[src/rtl/assert_macros.svh]
// assertion helpers shared by the rtl
`ifndef ASSERT_MACROS_SVH
`define ASSERT_MACROS_SVH

// property that holds at every edge out of reset
`define GDA_ASSERT(lbl, ck, rn, prop, msg) \
  lbl: assert property (@(posedge ck) disable iff (!rn) prop) else $error(msg);

// consequent checked in the cycle after the antecedent
`define GDA_ASSERT_NEXT(lbl, ck, rn, ante, cons, msg) \
  lbl: assert property (@(posedge ck) disable iff (!rn) (ante) |=> (cons)) else $error(msg);

`endif

[src/rtl/gda_pkg.sv]
package gda_pkg;

  localparam int DIFF_W     = 23;
  localparam int YEAR_SHIFT = 400;
  localparam int ERA_DAYS   = 146097;
  localparam int YEAR_DAYS  = 365;
  // serial of 0-01-01
  localparam int LO_SER     = 146037;
  // serial of 1900-01-01 modulo 7
  localparam int EPOCH_MOD7 = 5;

  localparam logic [1:0] KIND_SHIFT = 2'd0;
  localparam logic [1:0] KIND_DIFF  = 2'd1;
  localparam logic [1:0] KIND_WDAY  = 2'd2;

  localparam logic [8:0] K_ERA_END = 9'd400;
  localparam logic [3:0] MP_LAST   = 4'd11;

  localparam logic signed [DIFF_W-1:0] DIFF_MAX = {1'b0, {(DIFF_W-1){1'b1}}};
  localparam logic signed [DIFF_W-1:0] DIFF_MIN = {1'b1, {(DIFF_W-1){1'b0}}};

  typedef enum logic [2:0] {
    ALU_HOLD,
    ALU_LOAD,
    ALU_ADD,
    ALU_SUB,
    ALU_SUB_GE,
    ALU_MAX,
    ALU_MIN
  } gda_alu_op_t;

  // calendar month length, february counted as 29
  function automatic logic [4:0] month_days(input logic [3:0] m);
    logic [4:0] len;
    case (m)
      4'd2:                     len = 5'd29;
      4'd4, 4'd6, 4'd9, 4'd11:  len = 5'd30;
      default:                  len = 5'd31;
    endcase
    return len;
  endfunction

  function automatic logic date_range_ok(input logic [3:0] m, input logic [4:0] d);
    return (m inside {[4'd1:4'd12]}) && (d != 5'd0) && (d <= month_days(m));
  endfunction

  // first day of a march-based month within its year
  function automatic logic [8:0] march_start(input logic [3:0] mp);
    logic [8:0] s;
    case (mp)
      4'd0:    s = 9'd0;
      4'd1:    s = 9'd31;
      4'd2:    s = 9'd61;
      4'd3:    s = 9'd92;
      4'd4:    s = 9'd122;
      4'd5:    s = 9'd153;
      4'd6:    s = 9'd184;
      4'd7:    s = 9'd214;
      4'd8:    s = 9'd245;
      4'd9:    s = 9'd275;
      4'd10:   s = 9'd306;
      4'd11:   s = 9'd337;
      default: s = 9'd0;
    endcase
    return s;
  endfunction

  function automatic logic [4:0] march_len(input logic [3:0] mp);
    logic [4:0] len;
    case (mp)
      4'd1, 4'd3, 4'd6, 4'd8: len = 5'd30;
      4'd11:                  len = 5'd29;
      default:                len = 5'd31;
    endcase
    return len;
  endfunction

  function automatic logic [2:0] mod7_step(input logic [3:0] v);
    return (v >= 4'd7) ? 3'(v - 4'd7) : v[2:0];
  endfunction

endpackage

[src/rtl/gda_if.sv]
interface gda_in_if;
  logic                valid;
  logic                ready;
  logic [1:0]          kind;
  logic [13:0]         year_a;
  logic [3:0]          month_a;
  logic [4:0]          day_a;
  logic signed [22:0]  offset_days;
  logic [13:0]         year_b;
  logic [3:0]          month_b;
  logic [4:0]          day_b;

  modport source (
    output valid, kind, year_a, month_a, day_a, offset_days, year_b, month_b, day_b,
    input  ready
  );
  modport sink (
    input  valid, kind, year_a, month_a, day_a, offset_days, year_b, month_b, day_b,
    output ready
  );
endinterface

interface gda_out_if;
  logic                valid;
  logic                ready;
  logic [13:0]         result_year;
  logic [3:0]          result_month;
  logic [4:0]          result_day;
  logic signed [22:0]  day_difference;
  logic [2:0]          weekday;
  logic                date_invalid;
  logic                year_overflow;

  modport source (
    output valid, result_year, result_month, result_day, day_difference, weekday,
           date_invalid, year_overflow,
    input  ready
  );
  modport sink (
    input  valid, result_year, result_month, result_day, day_difference, weekday,
           date_invalid, year_overflow,
    output ready
  );
endinterface

[src/rtl/gda_alu.sv]
`include "assert_macros.svh"

module gda_alu
  import gda_pkg::*;
#(
  parameter int W = 25
) (
  input  logic                clk,
  input  logic                rst_n,
  input  gda_alu_op_t         op,
  input  logic signed [W-1:0] b,
  output logic signed [W-1:0] acc,
  output logic                hit
);

  logic signed [W-1:0] acc_r;
  logic signed [W-1:0] acc_nxt;
  logic signed [W-1:0] opnd;
  logic                cin;
  logic signed [W-1:0] sum;

  always_comb begin
    opnd = b;
    cin  = 1'b0;
    case (op)
      ALU_SUB, ALU_SUB_GE, ALU_MAX: begin
        opnd = ~b;
        cin  = 1'b1;
      end
      // acc - b - 1, non-negative when acc is above b
      ALU_MIN: begin
        opnd = ~b;
        cin  = 1'b0;
      end
      default: begin
        opnd = b;
        cin  = 1'b0;
      end
    endcase
  end

  assign sum = acc_r + opnd + W'(cin);

  always_comb begin
    hit     = 1'b0;
    acc_nxt = acc_r;
    case (op)
      ALU_LOAD:   acc_nxt = b;
      ALU_ADD:    acc_nxt = sum;
      ALU_SUB:    acc_nxt = sum;
      ALU_SUB_GE: begin
        hit = !sum[W-1];
        if (hit) acc_nxt = sum;
      end
      ALU_MAX: begin
        hit = sum[W-1];
        if (hit) acc_nxt = b;
      end
      ALU_MIN: begin
        hit = !sum[W-1];
        if (hit) acc_nxt = b;
      end
      default: acc_nxt = acc_r;
    endcase
  end

  always_ff @(posedge clk) begin
    acc_r <= acc_nxt;
  end

  assign acc = acc_r;

  `GDA_ASSERT_NEXT(a_sub_ge_nonneg, clk, rst_n, (op == ALU_SUB_GE) && hit, !acc_r[W-1], "trial subtract left a negative remainder")
  `GDA_ASSERT_NEXT(a_min_bound, clk, rst_n, (op == ALU_MIN) && hit, acc_r == $past(b), "upper clamp did not load the bound")
  `GDA_ASSERT_NEXT(a_max_bound, clk, rst_n, (op == ALU_MAX) && hit, acc_r == $past(b), "lower clamp did not load the bound")

endmodule

[src/rtl/gregorian_date_arithmetic_unit.sv]
// channel   dir  handshake        payload
// in_chan   in   valid / ready    kind, date a, offset_days, date b
// out_chan  out  valid / ready    shifted date, day_difference, weekday, flags
//
// one request at a time through a single accumulator adder under a sequencer.
// a date to day serial: load the day of year, then add whole eras, then single years.
// serial back to a date: subtract whole eras, then single years, then march-based months.
// rst_n is synchronous; the result register lets a new request in while out_chan stalls.
`include "assert_macros.svh"

module gregorian_date_arithmetic_unit
  import gda_pkg::*;
#(
  parameter int MAX_YEAR = 9999
) (
  input  logic      clk,
  input  logic      rst_n,
  gda_in_if.sink    in_chan,
  gda_out_if.source out_chan
);

  localparam int YALL   = (MAX_YEAR > 16383) ? MAX_YEAR : 16383;
  localparam int SER_W  = $clog2((YALL + 401) * 366 + 1);
  localparam int ACC_W  = SER_W + 2;
  localparam int YC_W   = $clog2(YALL + 802);
  localparam int NDIG   = (SER_W + 2) / 3;
  localparam int PAD_W  = 3 * NDIG;
  localparam int PB_W   = $clog2(PAD_W);
  localparam int BI_W   = $clog2(NDIG);
  localparam int HI_YS  = MAX_YEAR + 400;
  localparam int HI_SER = HI_YS * 365 + HI_YS / 4 - HI_YS / 100 + HI_YS / 400 + 305;

  typedef enum logic [13:0] {
    S_IDLE  = 14'b00000000000001,
    S_LOAD  = 14'b00000000000010,
    S_ERA   = 14'b00000000000100,
    S_YEAR  = 14'b00000000001000,
    S_SHIFT = 14'b00000000010000,
    S_CLO   = 14'b00000000100000,
    S_CHI   = 14'b00000001000000,
    S_FERA  = 14'b00000010000000,
    S_FYEAR = 14'b00000100000000,
    S_FMON  = 14'b00001000000000,
    S_DIFF  = 14'b00010000000000,
    S_SAT   = 14'b00100000000000,
    S_MOD   = 14'b01000000000000,
    S_DONE  = 14'b10000000000000
  } gda_state_t;

  gda_state_t state_r, state_nxt;
  logic       out_valid_r, out_valid_nxt;

  logic [1:0]               kind_r, kind_nxt;
  logic [13:0]              ya_r, ya_nxt, yb_r, yb_nxt;
  logic [3:0]               ma_r, ma_nxt, mb_r, mb_nxt;
  logic [4:0]               da_r, da_nxt, db_r, db_nxt;
  logic signed [DIFF_W-1:0] off_r, off_nxt;
  logic                     sel_b_r, sel_b_nxt;
  logic                     bad_r, bad_nxt;
  logic [YC_W-1:0]          yc_r, yc_nxt;
  logic [8:0]               k_r, k_nxt;
  logic [6:0]               k100_r, k100_nxt;
  logic [3:0]               mp_r, mp_nxt;
  logic [BI_W-1:0]          bi_r, bi_nxt;
  logic [2:0]               r7_r, r7_nxt;
  logic signed [ACC_W-1:0]  save_r, save_nxt;

  logic [13:0]              wk_year_r, wk_year_nxt;
  logic [3:0]               wk_month_r, wk_month_nxt;
  logic [4:0]               wk_day_r, wk_day_nxt;
  logic signed [DIFF_W-1:0] wk_diff_r, wk_diff_nxt;
  logic [2:0]               wk_wday_r, wk_wday_nxt;
  logic                     wk_inv_r, wk_inv_nxt;
  logic                     wk_ovf_r, wk_ovf_nxt;

  logic [13:0]              o_year_r, o_year_nxt;
  logic [3:0]               o_month_r, o_month_nxt;
  logic [4:0]               o_day_r, o_day_nxt;
  logic signed [DIFF_W-1:0] o_diff_r, o_diff_nxt;
  logic [2:0]               o_wday_r, o_wday_nxt;
  logic                     o_inv_r, o_inv_nxt;
  logic                     o_ovf_r, o_ovf_nxt;

  gda_alu_op_t             alu_op;
  logic signed [ACC_W-1:0] alu_b;
  logic signed [ACC_W-1:0] acc;
  logic                    alu_hit;

  gda_alu #(
    .W (ACC_W)
  ) u_alu (
    .clk   (clk),
    .rst_n (rst_n),
    .op    (alu_op),
    .b     (alu_b),
    .acc   (acc),
    .hit   (alu_hit)
  );

  logic [13:0]      cur_y;
  logic [3:0]       cur_m;
  logic [4:0]       cur_d;
  logic [3:0]       cur_mp;
  logic [8:0]       cur_doy;
  logic             leap_k;
  logic [3:0]       res_mm;
  logic [YC_W-1:0]  res_yy;
  logic [SER_W-1:0] ser_bits;
  logic [PAD_W-1:0] ser_pad;
  logic [PB_W-1:0]  dig_base;
  logic [2:0]       ser_dig;
  logic [2:0]       r7_step;
  logic             diff_fits;
  logic             feb_bad;

  assign cur_y   = sel_b_r ? yb_r : ya_r;
  assign cur_m   = sel_b_r ? mb_r : ma_r;
  assign cur_d   = sel_b_r ? db_r : da_r;
  assign cur_mp  = (cur_m >= 4'd3) ? (cur_m - 4'd3) : (cur_m + 4'd9);
  assign cur_doy = march_start(cur_mp) + {4'd0, cur_d} - 9'd1;

  // k counts years within a 400-year era, k100 tracks k modulo 100
  assign leap_k  = (k_r[1:0] == 2'b00) && ((k100_r != 7'd0) || (k_r == K_ERA_END));
  // at the end of the year walk k is the calendar year modulo 400 of a jan/feb date
  assign feb_bad = (cur_m == 4'd2) && (cur_d == 5'd29) && !leap_k;

  assign res_mm = (mp_r < 4'd10) ? (mp_r + 4'd3) : (mp_r - 4'd9);
  assign res_yy = yc_r + YC_W'(k_r) + YC_W'(mp_r >= 4'd10) - YC_W'(YEAR_SHIFT + 1);

  assign ser_bits = acc[SER_W-1:0];
  assign ser_pad  = PAD_W'(ser_bits);
  assign dig_base = PB_W'({bi_r, 1'b0}) + PB_W'(bi_r);
  assign ser_dig  = ser_pad[dig_base +: 3];
  assign r7_step  = mod7_step({1'b0, r7_r} + {1'b0, ser_dig});

  assign diff_fits = (&acc[ACC_W-1:DIFF_W-1]) || !(|acc[ACC_W-1:DIFF_W-1]);

  always_comb begin
    state_nxt     = state_r;
    out_valid_nxt = out_valid_r && !out_chan.ready;
    alu_op        = ALU_HOLD;
    alu_b         = '0;

    kind_nxt  = kind_r;
    ya_nxt    = ya_r;
    ma_nxt    = ma_r;
    da_nxt    = da_r;
    off_nxt   = off_r;
    yb_nxt    = yb_r;
    mb_nxt    = mb_r;
    db_nxt    = db_r;
    sel_b_nxt = sel_b_r;
    bad_nxt   = bad_r;
    yc_nxt    = yc_r;
    k_nxt     = k_r;
    k100_nxt  = k100_r;
    mp_nxt    = mp_r;
    bi_nxt    = bi_r;
    r7_nxt    = r7_r;
    save_nxt  = save_r;

    wk_year_nxt  = wk_year_r;
    wk_month_nxt = wk_month_r;
    wk_day_nxt   = wk_day_r;
    wk_diff_nxt  = wk_diff_r;
    wk_wday_nxt  = wk_wday_r;
    wk_inv_nxt   = wk_inv_r;
    wk_ovf_nxt   = wk_ovf_r;

    o_year_nxt  = o_year_r;
    o_month_nxt = o_month_r;
    o_day_nxt   = o_day_r;
    o_diff_nxt  = o_diff_r;
    o_wday_nxt  = o_wday_r;
    o_inv_nxt   = o_inv_r;
    o_ovf_nxt   = o_ovf_r;

    case (state_r)
      S_IDLE: begin
        if (in_chan.valid) begin
          kind_nxt     = in_chan.kind;
          ya_nxt       = in_chan.year_a;
          ma_nxt       = in_chan.month_a;
          da_nxt       = in_chan.day_a;
          off_nxt      = in_chan.offset_days;
          yb_nxt       = in_chan.year_b;
          mb_nxt       = in_chan.month_b;
          db_nxt       = in_chan.day_b;
          bad_nxt      = 1'b0;
          wk_year_nxt  = '0;
          wk_month_nxt = '0;
          wk_day_nxt   = '0;
          wk_diff_nxt  = '0;
          wk_wday_nxt  = '0;
          wk_inv_nxt   = 1'b0;
          wk_ovf_nxt   = 1'b0;
          // date b goes first so that date a ends in the accumulator
          sel_b_nxt    = (in_chan.kind == KIND_DIFF);
          if (!(in_chan.kind inside {KIND_SHIFT, KIND_DIFF, KIND_WDAY})) begin
            state_nxt = S_DONE;
          end else if (!date_range_ok(in_chan.month_a, in_chan.day_a) ||
                       ((in_chan.kind == KIND_DIFF) &&
                        !date_range_ok(in_chan.month_b, in_chan.day_b))) begin
            wk_inv_nxt = 1'b1;
            state_nxt  = S_DONE;
          end else begin
            state_nxt = S_LOAD;
          end
        end
      end

      S_LOAD: begin
        alu_op    = ALU_LOAD;
        alu_b     = ACC_W'(cur_doy);
        yc_nxt    = YC_W'(cur_y) + YC_W'(YEAR_SHIFT) - YC_W'(cur_m <= 4'd2);
        k_nxt     = 9'd1;
        k100_nxt  = 7'd1;
        state_nxt = S_ERA;
      end

      S_ERA: begin
        if (yc_r >= YC_W'(YEAR_SHIFT)) begin
          alu_op = ALU_ADD;
          alu_b  = ACC_W'(ERA_DAYS);
          yc_nxt = yc_r - YC_W'(YEAR_SHIFT);
        end else begin
          state_nxt = S_YEAR;
        end
      end

      S_YEAR: begin
        if (YC_W'(k_r) <= yc_r) begin
          alu_op   = ALU_ADD;
          alu_b    = ACC_W'(YEAR_DAYS) + ACC_W'(leap_k);
          k_nxt    = k_r + 9'd1;
          k100_nxt = (k100_r == 7'd99) ? 7'd0 : (k100_r + 7'd1);
        end else if (sel_b_r) begin
          bad_nxt   = bad_r || feb_bad;
          save_nxt  = acc;
          sel_b_nxt = 1'b0;
          state_nxt = S_LOAD;
        end else if (bad_r || feb_bad) begin
          wk_inv_nxt = 1'b1;
          state_nxt  = S_DONE;
        end else begin
          case (kind_r)
            KIND_SHIFT: state_nxt = S_SHIFT;
            KIND_DIFF:  state_nxt = S_DIFF;
            default: begin
              bi_nxt    = BI_W'(NDIG - 1);
              r7_nxt    = 3'd0;
              state_nxt = S_MOD;
            end
          endcase
        end
      end

      S_SHIFT: begin
        alu_op    = ALU_ADD;
        alu_b     = ACC_W'(off_r);
        state_nxt = S_CLO;
      end

      S_CLO: begin
        alu_op = ALU_MAX;
        alu_b  = ACC_W'(LO_SER);
        if (alu_hit) wk_ovf_nxt = 1'b1;
        state_nxt = S_CHI;
      end

      S_CHI: begin
        alu_op = ALU_MIN;
        alu_b  = ACC_W'(HI_SER);
        if (alu_hit) wk_ovf_nxt = 1'b1;
        yc_nxt    = '0;
        state_nxt = S_FERA;
      end

      S_FERA: begin
        alu_op = ALU_SUB_GE;
        alu_b  = ACC_W'(ERA_DAYS);
        if (alu_hit) begin
          yc_nxt = yc_r + YC_W'(YEAR_SHIFT);
        end else begin
          k_nxt     = 9'd1;
          k100_nxt  = 7'd1;
          state_nxt = S_FYEAR;
        end
      end

      S_FYEAR: begin
        alu_op = ALU_SUB_GE;
        alu_b  = ACC_W'(YEAR_DAYS) + ACC_W'(leap_k);
        if (alu_hit) begin
          k_nxt    = k_r + 9'd1;
          k100_nxt = (k100_r == 7'd99) ? 7'd0 : (k100_r + 7'd1);
        end else begin
          mp_nxt    = 4'd0;
          state_nxt = S_FMON;
        end
      end

      S_FMON: begin
        if (mp_r != MP_LAST) begin
          alu_op = ALU_SUB_GE;
          alu_b  = ACC_W'(march_len(mp_r));
        end
        if ((mp_r != MP_LAST) && alu_hit) begin
          mp_nxt = mp_r + 4'd1;
        end else begin
          wk_year_nxt  = res_yy[13:0];
          wk_month_nxt = res_mm;
          wk_day_nxt   = acc[4:0] + 5'd1;
          state_nxt    = S_DONE;
        end
      end

      S_DIFF: begin
        alu_op    = ALU_SUB;
        alu_b     = save_r;
        state_nxt = S_SAT;
      end

      S_SAT: begin
        if (diff_fits) begin
          wk_diff_nxt = acc[DIFF_W-1:0];
        end else begin
          wk_diff_nxt = acc[ACC_W-1] ? DIFF_MIN : DIFF_MAX;
        end
        state_nxt = S_DONE;
      end

      // serial modulo 7, one octal digit per cycle as 8 is 1 modulo 7
      S_MOD: begin
        r7_nxt = r7_step;
        if (bi_r == '0) begin
          wk_wday_nxt = (r7_step >= 3'(EPOCH_MOD7)) ? (r7_step - 3'(EPOCH_MOD7))
                                                     : (r7_step + 3'(7 - EPOCH_MOD7));
          state_nxt   = S_DONE;
        end else begin
          bi_nxt = bi_r - BI_W'(1);
        end
      end

      S_DONE: begin
        if (!out_valid_r || out_chan.ready) begin
          o_year_nxt    = wk_year_r;
          o_month_nxt   = wk_month_r;
          o_day_nxt     = wk_day_r;
          o_diff_nxt    = wk_diff_r;
          o_wday_nxt    = wk_wday_r;
          o_inv_nxt     = wk_inv_r;
          o_ovf_nxt     = wk_ovf_r;
          out_valid_nxt = 1'b1;
          state_nxt     = S_IDLE;
        end
      end

      default: state_nxt = S_IDLE;
    endcase
  end

  always_ff @(posedge clk) begin
    if (!rst_n) begin
      state_r     <= S_IDLE;
      out_valid_r <= 1'b0;
    end else begin
      state_r     <= state_nxt;
      out_valid_r <= out_valid_nxt;
    end
  end

  always_ff @(posedge clk) begin
    kind_r     <= kind_nxt;
    ya_r       <= ya_nxt;
    ma_r       <= ma_nxt;
    da_r       <= da_nxt;
    off_r      <= off_nxt;
    yb_r       <= yb_nxt;
    mb_r       <= mb_nxt;
    db_r       <= db_nxt;
    sel_b_r    <= sel_b_nxt;
    bad_r      <= bad_nxt;
    yc_r       <= yc_nxt;
    k_r        <= k_nxt;
    k100_r     <= k100_nxt;
    mp_r       <= mp_nxt;
    bi_r       <= bi_nxt;
    r7_r       <= r7_nxt;
    save_r     <= save_nxt;
    wk_year_r  <= wk_year_nxt;
    wk_month_r <= wk_month_nxt;
    wk_day_r   <= wk_day_nxt;
    wk_diff_r  <= wk_diff_nxt;
    wk_wday_r  <= wk_wday_nxt;
    wk_inv_r   <= wk_inv_nxt;
    wk_ovf_r   <= wk_ovf_nxt;
    o_year_r   <= o_year_nxt;
    o_month_r  <= o_month_nxt;
    o_day_r    <= o_day_nxt;
    o_diff_r   <= o_diff_nxt;
    o_wday_r   <= o_wday_nxt;
    o_inv_r    <= o_inv_nxt;
    o_ovf_r    <= o_ovf_nxt;
  end

  assign in_chan.ready           = (state_r == S_IDLE);
  assign out_chan.valid          = out_valid_r;
  assign out_chan.result_year    = o_year_r;
  assign out_chan.result_month   = o_month_r;
  assign out_chan.result_day     = o_day_r;
  assign out_chan.day_difference = o_diff_r;
  assign out_chan.weekday        = o_wday_r;
  assign out_chan.date_invalid   = o_inv_r;
  assign out_chan.year_overflow  = o_ovf_r;

  `GDA_ASSERT_NEXT(a_busy_after_req, clk, rst_n, in_chan.valid && in_chan.ready, !in_chan.ready, "block still ready after taking a request")
  `GDA_ASSERT(a_wday_range, clk, rst_n, out_chan.valid |-> (out_chan.weekday <= 3'd6), "weekday out of range")
  `GDA_ASSERT(a_invalid_clean, clk, rst_n, (out_chan.valid && out_chan.date_invalid) |-> ((out_chan.day_difference == '0) && !out_chan.year_overflow && (out_chan.result_month == '0)), "invalid date result carries data")

endmodule
[src/flat_wrapper.sv]
// flat-port wrapper written by rule: the top's interface ports become plain ports
module gregorian_date_arithmetic_unit_flat import gda_pkg::*;
#(
  parameter int MAX_YEAR = 9999
)
  (clk, rst_n, in_chan_valid, in_chan_kind, in_chan_year_a, in_chan_month_a, in_chan_day_a, in_chan_offset_days, in_chan_year_b, in_chan_month_b, in_chan_day_b, in_chan_ready, out_chan_valid, out_chan_result_year, out_chan_result_month, out_chan_result_day, out_chan_day_difference, out_chan_weekday, out_chan_date_invalid, out_chan_year_overflow, out_chan_ready);
  gda_in_if in_chan_i ();
  gda_out_if out_chan_i ();
  input  logic clk;
  input  logic rst_n;
  input wire logic [$bits(in_chan_i.valid)-1:0] in_chan_valid;
  input wire logic [$bits(in_chan_i.kind)-1:0] in_chan_kind;
  input wire logic [$bits(in_chan_i.year_a)-1:0] in_chan_year_a;
  input wire logic [$bits(in_chan_i.month_a)-1:0] in_chan_month_a;
  input wire logic [$bits(in_chan_i.day_a)-1:0] in_chan_day_a;
  input wire logic [$bits(in_chan_i.offset_days)-1:0] in_chan_offset_days;
  input wire logic [$bits(in_chan_i.year_b)-1:0] in_chan_year_b;
  input wire logic [$bits(in_chan_i.month_b)-1:0] in_chan_month_b;
  input wire logic [$bits(in_chan_i.day_b)-1:0] in_chan_day_b;
  output wire logic [$bits(in_chan_i.ready)-1:0] in_chan_ready;
  output wire logic [$bits(out_chan_i.valid)-1:0] out_chan_valid;
  output wire logic [$bits(out_chan_i.result_year)-1:0] out_chan_result_year;
  output wire logic [$bits(out_chan_i.result_month)-1:0] out_chan_result_month;
  output wire logic [$bits(out_chan_i.result_day)-1:0] out_chan_result_day;
  output wire logic [$bits(out_chan_i.day_difference)-1:0] out_chan_day_difference;
  output wire logic [$bits(out_chan_i.weekday)-1:0] out_chan_weekday;
  output wire logic [$bits(out_chan_i.date_invalid)-1:0] out_chan_date_invalid;
  output wire logic [$bits(out_chan_i.year_overflow)-1:0] out_chan_year_overflow;
  input wire logic [$bits(out_chan_i.ready)-1:0] out_chan_ready;
  assign in_chan_i.valid = in_chan_valid;
  assign in_chan_i.kind = in_chan_kind;
  assign in_chan_i.year_a = in_chan_year_a;
  assign in_chan_i.month_a = in_chan_month_a;
  assign in_chan_i.day_a = in_chan_day_a;
  assign in_chan_i.offset_days = in_chan_offset_days;
  assign in_chan_i.year_b = in_chan_year_b;
  assign in_chan_i.month_b = in_chan_month_b;
  assign in_chan_i.day_b = in_chan_day_b;
  assign in_chan_ready = in_chan_i.ready;
  assign out_chan_valid = out_chan_i.valid;
  assign out_chan_result_year = out_chan_i.result_year;
  assign out_chan_result_month = out_chan_i.result_month;
  assign out_chan_result_day = out_chan_i.result_day;
  assign out_chan_day_difference = out_chan_i.day_difference;
  assign out_chan_weekday = out_chan_i.weekday;
  assign out_chan_date_invalid = out_chan_i.date_invalid;
  assign out_chan_year_overflow = out_chan_i.year_overflow;
  assign out_chan_i.ready = out_chan_ready;
  gregorian_date_arithmetic_unit #(.MAX_YEAR(MAX_YEAR)) u_core (.clk(clk), .rst_n(rst_n), .in_chan(in_chan_i), .out_chan(out_chan_i));
endmodule
[config.mk]
export PLATFORM = sky130hd
export DESIGN_NAME = gregorian_date_arithmetic_unit_flat
export DESIGN_NICKNAME = d
export VERILOG_FILES = /design/src/rtl/gda_pkg.sv /design/src/rtl/gda_if.sv /design/src/rtl/gda_alu.sv /design/src/rtl/gregorian_date_arithmetic_unit.sv /design/src/flat_wrapper.sv
export VERILOG_INCLUDE_DIRS = /design/src /design/src/rtl
export SDC_FILE = /design/constraint.sdc
export NUM_CORES = 1
export LEC_CHECK = 0
export ABC_AREA = 0
export BUFFER_PORTS_ARGS = -buffer_cell sky130_fd_sc_hd__buf_2
export CAP_MARGIN = 20
export CORE_AREA = 2 2 208 210
export CTS_BUF_LIST = sky130_fd_sc_hd__clkbuf_4 sky130_fd_sc_hd__clkbuf_8
export DETAILED_ROUTE_END_ITERATION = 16
export DIE_AREA = 0 0 210 212
export HOLD_SLACK_MARGIN = 0.06
export SLEW_MARGIN = 0
export SYNTH_ARGS = -nofsm -noshare
export SYNTH_HDL_FRONTEND = slang
export SYNTH_HIERARCHICAL = 1
export SYNTH_SLANG_ARGS = --single-unit
export TNS_END_PERCENT = 20
[constraint.sdc]
create_clock -name clk -period 9.9 [get_ports clk]
set_clock_uncertainty 0.2 [all_clocks]
set_input_delay 0 -clock clk [delete_from_list [all_inputs] [get_ports clk]]
set_output_delay 0 -clock clk [all_outputs]
set_load 0.02 [all_outputs]
==> results.sh <==
export IMPL_worstSetupPathType="flip-flop to flip-flop"
export IMPL_hold_violations=0
export IMPL_clk_latency_ps=640
export IMPL_yosys_register_bits=281
export IMPL_powerDensity_nw_per_um2=199
export IMPL_crit_arrival_ps=9340
export IMPL_outcome="finished, final reports clean"
export IMPL_synth_flop_cell="edfxtp_1"
export IMPL_die_w_um=210
export IMPL_dp_hpwl_mm=28.4
export IMPL_layout_drive_gt1_share=0.154
export IMPL_synthToLayoutAreaGrowth_pct=22.0
export IMPL_drv_cap=0
export IMPL_startpoint_type="flip-flop"
export IMPL_period_minus_slack_ps=8970
export IMPL_fmax_ghz=0.111
export IMPL_path_clk_slew_ps=70
export IMPL_cts_root_buffer="clkbuf_8"
export IMPL_hold_class="input port to flip-flop"
export IMPL_ant_nets=0
export IMPL_syn_avg_cell_area_sq_um=11.3
export IMPL_grt_overflow=0
export IMPL_slew_viol_final=0
export IMPL_fp_row_count=76
export IMPL_die_h_um=212
export IMPL_critPathMaxStageDelay_ps=890
export IMPL_core_area_sq_um=42500
export IMPL_vias_per_cell=5.32
export IMPL_antenna_found_initial=0
export IMPL_grtUsageTotal=0.186
export IMPL_placed_cells=2116
export IMPL_synth_seq_area_share=0.495
export IMPL_synth_distinct_cells=102
export IMPL_synthArstFlopShare=0
export IMPL_fillers=3835
export IMPL_firstDrtPassIters=5
export IMPL_tightest_slew_ps=999
export IMPL_diodes=0
export IMPL_first_global_vias=12349
export IMPL_io_pins=128
export IMPL_fin_nets=1965
export IMPL_worstPathRequired_ps=10270
export IMPL_post_synth_inst_count=1485
export IMPL_routedWlPerCell_um=17.6
export IMPL_drt_iter0_drc=1074
export IMPL_yosys_warnings=6
export IMPL_gp_congestion=0.911
export IMPL_setup_viol_count_final=0
export IMPL_cts_tree="done"
export IMPL_dieArea_sq_um=44500
export IMPL_grt_first_pass_wirelength_mm=65.4
export IMPL_end_kind="flip-flop"
export IMPL_vdd_drop_max_v=0.000102
export IMPL_grt_max_degree=58
export IMPL_syn_area_sq_um=16700
export IMPL_synth_nets=1682
export IMPL_vias=12515
export IMPL_drc=0
export IMPL_start_util=0.394
export IMPL_p_leak_nw=8.00
export IMPL_fin_crit_sh=0.906
export IMPL_synth_edf_count=266
export IMPL_port_buffers=127
export IMPL_rsz0062_at_grt="false"
export IMPL_max_slew_margin_rel=0.332
export IMPL_cpMaxStageDelayCell="edfxtp_1"
export IMPL_numCtsBuffers=48
export IMPL_whs_ps=104
export IMPL_fin_tns_setup_ps=0
export IMPL_cts_buffer_depth=3
export IMPL_finalNonFillerCells=2353
export IMPL_cts_htree_levels=2
export IMPL_routed_wl_mm=41.3
export IMPL_cp_max_fo=19
export IMPL_cts_sink_count=281
export IMPL_final_util=0.480
export IMPL_post_cts_resized=0
## cell families after synthesis
kind of cell               after synthesis  share of synthesized area
adders and majority gates              123                     0.0950
buffers and inverters                  158                     0.0382
muxes                                   54                     0.0420
AOI/OAI and AO/OA                      348                      0.145
xor gates and xnor gates                98                     0.0521
and+or+nand+nor                        423                      0.133
DFF                                    281                      0.495
## report_power, final
| part | total [W] | leakage, nW | internal (W) | switching [W] |
|---|---|---|---|---|
| Combinational | 0.00124 | 4.88 | 0.000518 | 0.000726 |
| Sequential | 0.00171 | 2.60 | 0.00158 | 0.000122 |
| Clock | 0.00111 | 0.525 | 0.000618 | 0.000490 |
| Total | 0.00406 | 8.00 | 0.00272 | 0.00134 |
## synthesized netlist by cell type, drive strengths merged, types with 12 or more instances
| master | n | area share |
|---|---|---|
| mux4 | 12 | 0.016 |
| and3 | 21 | 0.0079 |
| a21oi | 92 | 0.028 |
| ha | 115 | 0.086 |
| nand3 | 35 | 0.011 |
| nor2b | 16 | 0.0060 |
| xor2 | 35 | 0.018 |
| edfxtp | 266 | 0.48 |
| nor2 | 134 | 0.030 |
| mux2i | 33 | 0.020 |
| nand2 | 90 | 0.020 |
| o21ai | 66 | 0.020 |
| dfxtp | 15 | 0.018 |
| and2 | 18 | 0.0067 |
| xnor2 | 62 | 0.032 |
| a21o | 15 | 0.0067 |
| buf | 31 | 0.0096 |
| inv | 103 | 0.023 |
| o211ai | 12 | 0.0057 |
| clkbuf | 24 | 0.0055 |
| a221o | 15 | 0.0090 |
| o22ai | 13 | 0.0057 |
| o21a | 27 | 0.012 |
| a31oi | 13 | 0.0061 |
| nand2b | 16 | 0.0060 |
| nor3 | 25 | 0.0084 |
## flip-flops by register name, indices dropped and copies added (netlist names), 14 cells and up
name	flops
u_core/out_chan.result_year	14
u_core/wk_diff_r	23
u_core/off_r	23
u_core/state_r	14
u_core/ya_r	14
u_core/yc_r	15
u_core/u_alu/acc	25
u_core/save_r	25
u_core/wk_year_r	14
u_core/out_chan.day_difference	23
u_core/yb_r	14
## metrics by stage
stage | power [W] | instance area, sq um | worst slack (ps)
global route | 0.00433 | 20400 | 302
CTS | 0.00409 | 20400 | 1060
detailed placement | 0.00292 | 17900 | 1490
global placement | 0.00289 | 17900 | 1840
finish | 0.00406 | 20400 | 931
floorplan | 0.00259 | 16700 | 2260
## per-layer routing
layer / vias to the layer above / part of all wire / global-route usage / wire length, um
met1: 5982 / 0.47 / 0.260 / 19500
met2: 372 / 0.44 / 0.288 / 18300
met5: - / 0 / 0 / 0
li1: 6095 / - / - / -
met4: 0 / 0.024 / 0.0616 / 983
met3: 66 / 0.060 / 0.0403 / 2480
## what timing repair did
action,CTS,global route
hold endpoints to repair,94,0
setup buffers,0,0
endpoints found under the setup margin,0,0
hold buffers,147,0
## critical path, delay by kind of cell (launching register included)
kind                     cells  cell delay [ps]
XOR/XNOR                     2              270
buffers and inverters        6             1420
flip-flops                   1              890
adder cells (fa/ha/maj)      3              940
multiplexers                 2              910
AO/OA/AOI/OAI               14             2580
AND/OR/NAND/NOR              8             1730
## layout make-up
type / instances / area, sq um / area share
Tap cell: 546 / 683 / 0.0335
Sequential cell: 281 / 8290 / 0.406
Inverter: 103 / 387 / 0.0189
Multi-Input combinational cell: 1046 / 7830 / 0.384
Timing Repair Buffer: 288 / 2220 / 0.109
Clock inverter: 34 / 288 / 0.0141
Clock buffer: 55 / 719 / 0.0352
## cells in the final DEF (no fill, tap or decap), types with 9 or more instances in the layout
cell             n
mux2_2           9
ha_1           115
dfxtp_1         15
dlygate4sd3_1  147
clkinv_1        18
xnor2_1         62
nor2_1         134
o21ai_0         56
nor2b_1         15
xor2_1          34
nand2b_1        16
o22ai_1         12
a21oi_1         88
a21o_1          15
inv_1          102
o21a_1          27
a31oi_1         11
clkbuf_8        49
edfxtp_1       266
a221o_1         15
buf_2          127
buf_4           13
nor3_1          22
mux2i_1         33
o211ai_1        11
nand3_1         33
mux4_2          12
and3_1          21
a211oi_1        10
nand2_1         90
and2_1          18
clkinv_2         9
a221oi_1         9
## worst paths after layout
check / slack, ps / depth (start not counted) / from / end
worst min-delay path: 100 / 4 / out_chan_ready / u_core/out_chan.valid$_SDFF_PN0_
worst max-delay path: 930 / 35 / u_core/sel_b_r$_SDFFCE_PP0P_ / u_core/state_r[0]$_SDFFE_PN1P_
worst min register to register: 210 / 0 / u_core/wk_year_r[1]$_SDFFCE_PN0P_ / u_core/out_chan.result_year[1]$_DFFE_PP_
worst max register to register: 930 / 35 / u_core/sel_b_r$_SDFFCE_PP0P_ / u_core/state_r[0]$_SDFFE_PN1P_
(Power assumes the default switching activity.)
